File: config.mk
export PLATFORM = sky130hd
export DESIGN_NAME = npd_dist_unit
export DESIGN_NICKNAME = d
export VERILOG_FILES = /design/src/hdl/npd_pkg.sv /design/src/hdl/npd_dist_unit.sv
export SDC_FILE = /design/constraint.sdc
export NUM_CORES = 1
export LEC_CHECK = 0
export BUFFER_PORTS_ARGS = -buffer_cell sky130_fd_sc_hd__buf_2
export CAP_MARGIN = 0
export CORE_MARGIN = 1.5
export CORE_UTILIZATION = 65
export DETAILED_ROUTE_END_ITERATION = 10
export PLACE_DENSITY = 0.87
export SLEW_MARGIN = 20
export SYNTH_ARGS = -nofsm -noshare
export SYNTH_HDL_FRONTEND = slang
export SYNTH_SLANG_ARGS = --single-unit
File: constraint.sdc
create_clock -name i_clk -period 9.75 [get_ports i_clk]
set_input_delay 0.975 -clock i_clk [delete_from_list [all_inputs] [get_ports i_clk]]
set_output_delay 0.975 -clock i_clk [all_outputs]
set_load 0.02 [all_outputs]
File: src/hdl/npd_pkg.sv
// types and constants of the nearest prototype distance block
package npd_pkg;

    localparam int DIMENSIONS_DEF   = 16;
    localparam int MAX_POSITIVE_DEF = 16;
    localparam int MAX_NEGATIVE_DEF = 256;

    localparam logic [35:0] RESET_CLAMP = 36'd4096;
    localparam logic [19:0] SAD_MAX     = 20'd1048560;
    localparam logic [35:0] SSD_MAX     = 36'd68717379600;

    localparam logic [1:0] OP_LOAD_POS  = 2'd0;
    localparam logic [1:0] OP_LOAD_NEG  = 2'd1;
    localparam logic [1:0] OP_CANDIDATE = 2'd2;
    localparam logic [1:0] OP_UNUSED    = 2'd3;

    typedef enum logic [2:0] {
        S_IDLE,
        S_FILL,
        S_START,
        S_WALK_POS,
        S_WALK_NEG,
        S_DRAIN
    } t_state;

    // marks one component pair travelling through the distance unit
    typedef struct packed {
        logic valid;
        logic neg;
        logic first;
        logic last;
    } t_pair_tag;

endpackage

File: src/hdl/npd_dist_unit.sv
// shared distance unit: abs difference, square, saturating sums, running minima
module npd_dist_unit
    import npd_pkg::*;
(
    input  logic               i_clk,
    input  logic               i_rst_n,
    input  logic               i_init,
    input  logic [35:0]        i_clamp,
    input  t_pair_tag          i_tag,
    input  logic signed [15:0] i_p,
    input  logic signed [15:0] i_c,
    output logic [19:0]        o_best_sad,
    output logic [35:0]        o_best_pos,
    output logic [35:0]        o_best_neg,
    output logic               o_idle
);

    t_pair_tag   r_a_tag;
    logic [15:0] r_a_ad;
    t_pair_tag   r_b_tag;
    logic [15:0] r_b_ad;
    logic [31:0] r_b_sq;
    logic [19:0] r_acc_sad;
    logic [35:0] r_acc_ssd;
    logic        r_c_done;
    logic        r_c_neg;
    logic [19:0] r_best_sad;
    logic [35:0] r_best_pos;
    logic [35:0] r_best_neg;

    logic signed [16:0] w_diff;
    logic signed [16:0] w_neg_diff;
    logic [15:0]        w_ad;
    logic [31:0]        w_sq;
    logic [19:0]        w_sad_base;
    logic [35:0]        w_ssd_base;
    logic [20:0]        w_sad_sum;
    logic [36:0]        w_ssd_sum;
    logic [19:0]        w_sad_sat;
    logic [35:0]        w_ssd_sat;

    always_comb begin
        w_diff     = $signed({i_p[15], i_p}) - $signed({i_c[15], i_c});
        w_neg_diff = -w_diff;
        w_ad       = w_diff[16] ? w_neg_diff[15:0] : w_diff[15:0];
        w_sq       = r_a_ad * r_a_ad;
        w_sad_base = r_b_tag.first ? 20'd0 : r_acc_sad;
        w_ssd_base = r_b_tag.first ? 36'd0 : r_acc_ssd;
        w_sad_sum  = {1'b0, w_sad_base} + 21'(r_b_ad);
        w_ssd_sum  = {1'b0, w_ssd_base} + 37'(r_b_sq);
        w_sad_sat  = (w_sad_sum > 21'(SAD_MAX)) ? SAD_MAX : w_sad_sum[19:0];
        w_ssd_sat  = (w_ssd_sum > 37'(SSD_MAX)) ? SSD_MAX : w_ssd_sum[35:0];
    end

    always_ff @(posedge i_clk) begin
        if (!i_rst_n) begin
            r_a_tag  <= '0;
            r_b_tag  <= '0;
            r_c_done <= 1'b0;
        end else begin
            r_a_tag  <= i_tag;
            r_b_tag  <= r_a_tag;
            r_c_done <= r_b_tag.valid && r_b_tag.last;
        end
    end

    always_ff @(posedge i_clk) begin
        r_a_ad  <= w_ad;
        r_b_ad  <= r_a_ad;
        r_b_sq  <= w_sq;
        r_c_neg <= r_b_tag.neg;
        if (r_b_tag.valid) begin
            r_acc_sad <= w_sad_sat;
            r_acc_ssd <= w_ssd_sat;
        end
        if (i_init) begin
            r_best_sad <= SAD_MAX;
            r_best_pos <= SSD_MAX;
            r_best_neg <= i_clamp;
        end else if (r_c_done) begin
            if (r_c_neg) begin
                if (r_acc_ssd < r_best_neg) begin
                    r_best_neg <= r_acc_ssd;
                end
            end else begin
                if (r_acc_sad < r_best_sad) begin
                    r_best_sad <= r_acc_sad;
                end
                if (r_acc_ssd < r_best_pos) begin
                    r_best_pos <= r_acc_ssd;
                end
            end
        end
    end

    assign o_best_sad = r_best_sad;
    assign o_best_pos = r_best_pos;
    assign o_best_neg = r_best_neg;
    assign o_idle     = !r_a_tag.valid && !r_b_tag.valid && !r_c_done;

endmodule

Yosys cells after proc, flatten, opt, wreduce, memory -nomap -nowiden
Cells that the tools add are included.
{"block": "word_totals", "ff_bits": 222, "in_bits": 75, "out_inout_bits": 93, "wordCells": 48}
{"block": "classes", "addsub": 4, "multipliers": 1, "order_cmp": 5, "muxes": 7, "bitwise_logic": 1, "n_reduce_logical": 12}
{"operator": "36-bit 2-to-1 mux", "count": 5}
{"operator": "36-bit less-than comparator", "count": 2}
{"operator": "36-bit by 32-bit adder with 37-bit output", "count": 1}
{"operator": "37-bit by 36-bit greater-than comparator with 1-bit output (second input constant)", "count": 1}
{"operator": "16-bit by 16-bit multiplier with 32-bit output", "count": 1}
{"operator": "20-bit by 16-bit adder with 21-bit output", "count": 1}
{"operator": "21-bit by 20-bit greater-than comparator with 1-bit output (second input constant)", "count": 1}
{"operator": "20-bit less-than comparator", "count": 1}
{"operator": "20-bit 2-to-1 mux", "count": 1}
{"operator": "16-bit by 16-bit subtractor with 17-bit output", "count": 1}
{"operator": "16-bit 2-to-1 mux", "count": 1}
{"operator": "16-bit negator", "count": 1}
{"operator": "3-bit AND reduction", "count": 3}
{"operator": "2-bit nonzero test", "count": 3}
{"operator": "1-bit logical AND", "count": 3}
{"operator": "1-bit zero test", "count": 3}
{"operator": "1-bit NOT", "count": 1}

Longest topological paths before layout
{"block": "depth", "word_depth": 5, "ltp_mapped": 27, "ltp_nobuf": 25}

Least setup slack after synthesis
OpenSTA, ideal clock, no wires.
{"block": "synth_path", "kind": "register to register", "startpoint": "register r_a_ad[1]", "endpoint": "register r_b_sq[31]", "setup_ps": 118, "t_arrival_ps": 6306, "t_required_ps": 9632, "path_slack_ps": 3326, "path_stages_with_launch": 26, "path_buffers": 2, "period_less_slack_ps": 6424, "path_cell_list": "dfxtp_1 > clkbuf_1 > clkbuf_1 > and2_1 > fa_1 > inv_1 > fa_1 > inv_1 > fa_1 > inv_1 > fa_1 > inv_1 > fa_1 > inv_1 > fa_1 > inv_1 > ha_1 > nand4_1 > or3_1 > a31oi_1 > o211ai_1 > a311oi_1 > a211o_1 > a21oi_1 > o31a_1 > xnor2_1"}
{"block": "synth_via", "elab_chain_cells": 1}
{"element": "start, declared", "line": "npd_dist_unit.sv:19", "source": "logic [15:0] r_a_ad;"}
{"element": "start signal, assigned", "line": "npd_dist_unit.sv:68", "source": "r_a_ad <= w_ad;"}
{"element": "16-bit by 16-bit multiplier with 32-bit output", "line": "npd_dist_unit.sv:46", "source": "w_sq = r_a_ad * r_a_ad;"}
{"element": "named net w_sq[31]", "line": "npd_dist_unit.sv:34", "source": "logic [31:0] w_sq;"}
{"element": "end signal, assigned", "line": "npd_dist_unit.sv:70", "source": "r_b_sq <= w_sq;"}
{"element": "end, declared", "line": "npd_dist_unit.sv:22", "source": "logic [31:0] r_b_sq;"}
The timed path passes the listed nets, and every way through them passes these cells.
A chain may end at the register's enable or synchronous reset.

Worst setup path after layout
Same ends and word-level chain as after synthesis.

==> results.cfg <==
[route]
remaining_drc_errors = 0
wl_um = 49550
drtAntennaViolNets = 0
routed_via_density = 5.833
dr_total_vias = 16240
firstDrtPassIters = 5
wl_per_cell_um = 17.80
drt_iter0_drc = 972

[hold_path]
min_to = r_c_neg$_DFF_P_
hp-start = r_b_tag[2]$_SDFF_PN0_
holdPathStages = 0
hold_path_class = reg2reg

[synth]
synth_cell_types = 74
ys_top_cells_by_count = inv_1 (389), ha_1 (255), fa_1 (166)
yosysTopAreaCell = fa_1
synth_top_area_share_pct = 15.95
synth-edff-count = 92
synth_area_um2 = 20830
ys_warn_count = 0
synth_most_common_cell = inv_1
syn_inst = 2229
synth_fp_nets = 2725
avgSynthCellArea_um2 = 9.347
seq_area_frac_synth_pct = 25.56
synth_seq_cells = 220
synth.area.top_cells = fa_1 (16%), ha_1 (15%), edfxtp_1 (13%), dfxtp_1 (12%), inv_1 (7.0%)
ys_async_sr_fraction_pct = 0
ys.flop_type = dfxtp_1

[worst_setup_path]
crit_family = adder cells
path_cells = and2_1, fa_1, inv_1, fa_1, inv_1, fa_1, inv_1, fa_1, inv_1, fa_1, inv_1, fa_1, inv_1, ha_1, nand4_1, or3_1, a31oi_1, o211ai_1, a311oi_1, a211o_1, a21oi_1, o31a_1, xnor2_1
path_depth = 23
endpoint_kind = flop
rrSetupSlack_ns = 2.79
crit_fanout = 20
critical-path-max-stage-delay_ns = 0.63
rr_worst_depth = 23
cp.required_ns = 10.19
r2r_start = r_a_ad[1]$_DFF_P_
crit_start = r_a_ad[1]$_DFF_P_
cp_num_buf_inv = 6
start_kind = flop
timing.rr.end = r_b_sq[31]$_DFF_P_
crit_type = reg2reg
cp_data_arrival_time_ns = 7.39
slowest_stage = a311oi_1

[global_route]
grtUsageTotal_pct = 29.96
grt_pass1_wl_um = 80430
grt_max_degree = 88
grt_pass1_vias = 16700
overflow = 0
antenna_found_initial = 1

[finish]
final_nets = 2858
layout-drive-gt1-share_pct = 11.63
area_growth_pct = 9.315

[place]
place.gp.congestion = 0.9576
dp_hpwl_um = 38880
io_buffers = 167

[outcome]
status = finished clean

[timing]
post-route-min-period_ns = 6.956
skew_ns = 0.02972
rsz0062_at_grt = false
final-setup-viol-count = 0
tightest_slew_ns = 1.069
hold_viol_final = 0
timing.fmax_mhz = 143.8
setup_tns_ns = 0
period_share_pct = 71.34
finalMaxSlewViolations = 0
slew-limit-headroom_pct = 28.18

[cts]
cts_tree = built
clk_latency_ns = 0.55
post_cts_resized = 0
cts_buffers = 25
htreeDepth = 1
cts.reportedPaths.clkPinSlew_ns = 0.06
post_cts_buffers = 0
clk_path_buf_depth = 3
cts_root_buf = clkbuf_16
cts.sinks = 220
cts_hold_buffers = 0

[die]
fp.dieH_um = 182.0
dieArea_um2 = 33130
die-width_um = 182.0
pin_count = 168
num_rows = 65
coreArea_um2 = 31560
start_util_pct = 66.02

[job]
maxCapViolations = 0
worst max path at each step:
stage                              end  slack (ns)
floorplan           r_b_sq[31]$_DFF_P_        3.33
global placement    r_b_sq[31]$_DFF_P_        2.91
detailed placement  r_b_sq[31]$_DFF_P_        2.78
CTS                 r_b_sq[31]$_DFF_P_        2.77
global route        r_b_sq[31]$_DFF_P_        2.39
finish              r_b_sq[31]$_DFF_P_        2.79
logic make-up after synthesis:
group / Yosys count / share of synthesized area (%)
buffers and inverters: 456 / 8.330
AOI/OAI and AO/OA: 380 / 12.95
adders and majority gates: 421 / 31.27
DFF: 220 / 25.56
muxes: 65 / 3.345
and+or+nand+nor: 579 / 14.01
xor gates and xnor gates: 108 / 4.540
worst register-to-register path, stage by stage, from the launching register on:
cell and delay [ns]:
dfxtp_1 0.54, and2_1 0.31, fa_1 0.54, inv_1 0.05, fa_1 0.47, inv_1 0.06
fa_1 0.49, inv_1 0.05, fa_1 0.47, inv_1 0.05, fa_1 0.53, inv_1 0.05
fa_1 0.53, inv_1 0.05, ha_1 0.38, nand4_1 0.10, or3_1 0.32, a31oi_1 0.27
o211ai_1 0.18, a311oi_1 0.63, a211o_1 0.23, a21oi_1 0.10, o31a_1 0.33, xnor2_1 0.13
routing by layer:
metal  GRT usage, %  part of all wire [%]  routed length [um]
met4          12.03                   3.9                1955
met2          52.23                    48               23670
met5              0                     0                   0
met1          37.24                    41               20350
met3          4.593                   7.2                3577
through the flow:
| stage | setup slack, ns | cells | hold WS (ns) | util [%] | area, um^2 |
|---|---|---|---|---|---|
| floorplan | 3.326 | 2229 | 0.3096 | - | 20830 |
| global placement | 2.912 | 2736 | 0.3205 | 69.64 | 21980 |
| detailed placement | 2.781 | 2737 | 0.3307 | 69.73 | 22000 |
| CTS | 2.774 | 2783 | 0.3500 | 72.16 | 22770 |
| global route | 2.393 | 2783 | 0.3559 | 72.16 | 22770 |
| finish | 2.794 | 2784 | 0.3463 | 72.17 | 22770 |
state kept, by name, indices dropped and copies added (netlist names):
register / flops
r_b_tag: 4
r_acc_sad: 20
o_best_pos: 36
r_b_ad: 15
r_c_neg: 1
r_a_ad: 16
r_acc_ssd: 36
o_best_sad: 20
o_best_neg: 36
r_c_done: 1
r_a_tag: 4
r_b_sq: 31
layout by cell type, fill, tap and decap left out, types with 76 or more instances in the layout:
master    instances
nor2_1          148
fa_1            166
a21o_1           86
inv_1           389
a21oi_1          79
ha_1            255
xnor2_1          76
nand2_1         140
buf_2           166
edfxtp_1         92
dfxtp_1         126
area by class of cell:
cell class | count | area, um^2
repair buffers | 173 | 903.4
fillers | 2257 | 8781
clock inverters | 8 | 63.81
multi-input cells | 1553 | 13810
inverters | 389 | 1460
well taps | 402 | 503.0
clock buffers | 38 | 704.4
diodes | 1 | 2.502
flip-flops and latches | 220 | 5328
Power is not shown: default switching activity piles up to over one toggle a cycle in this logic, so the estimate is an artifact.
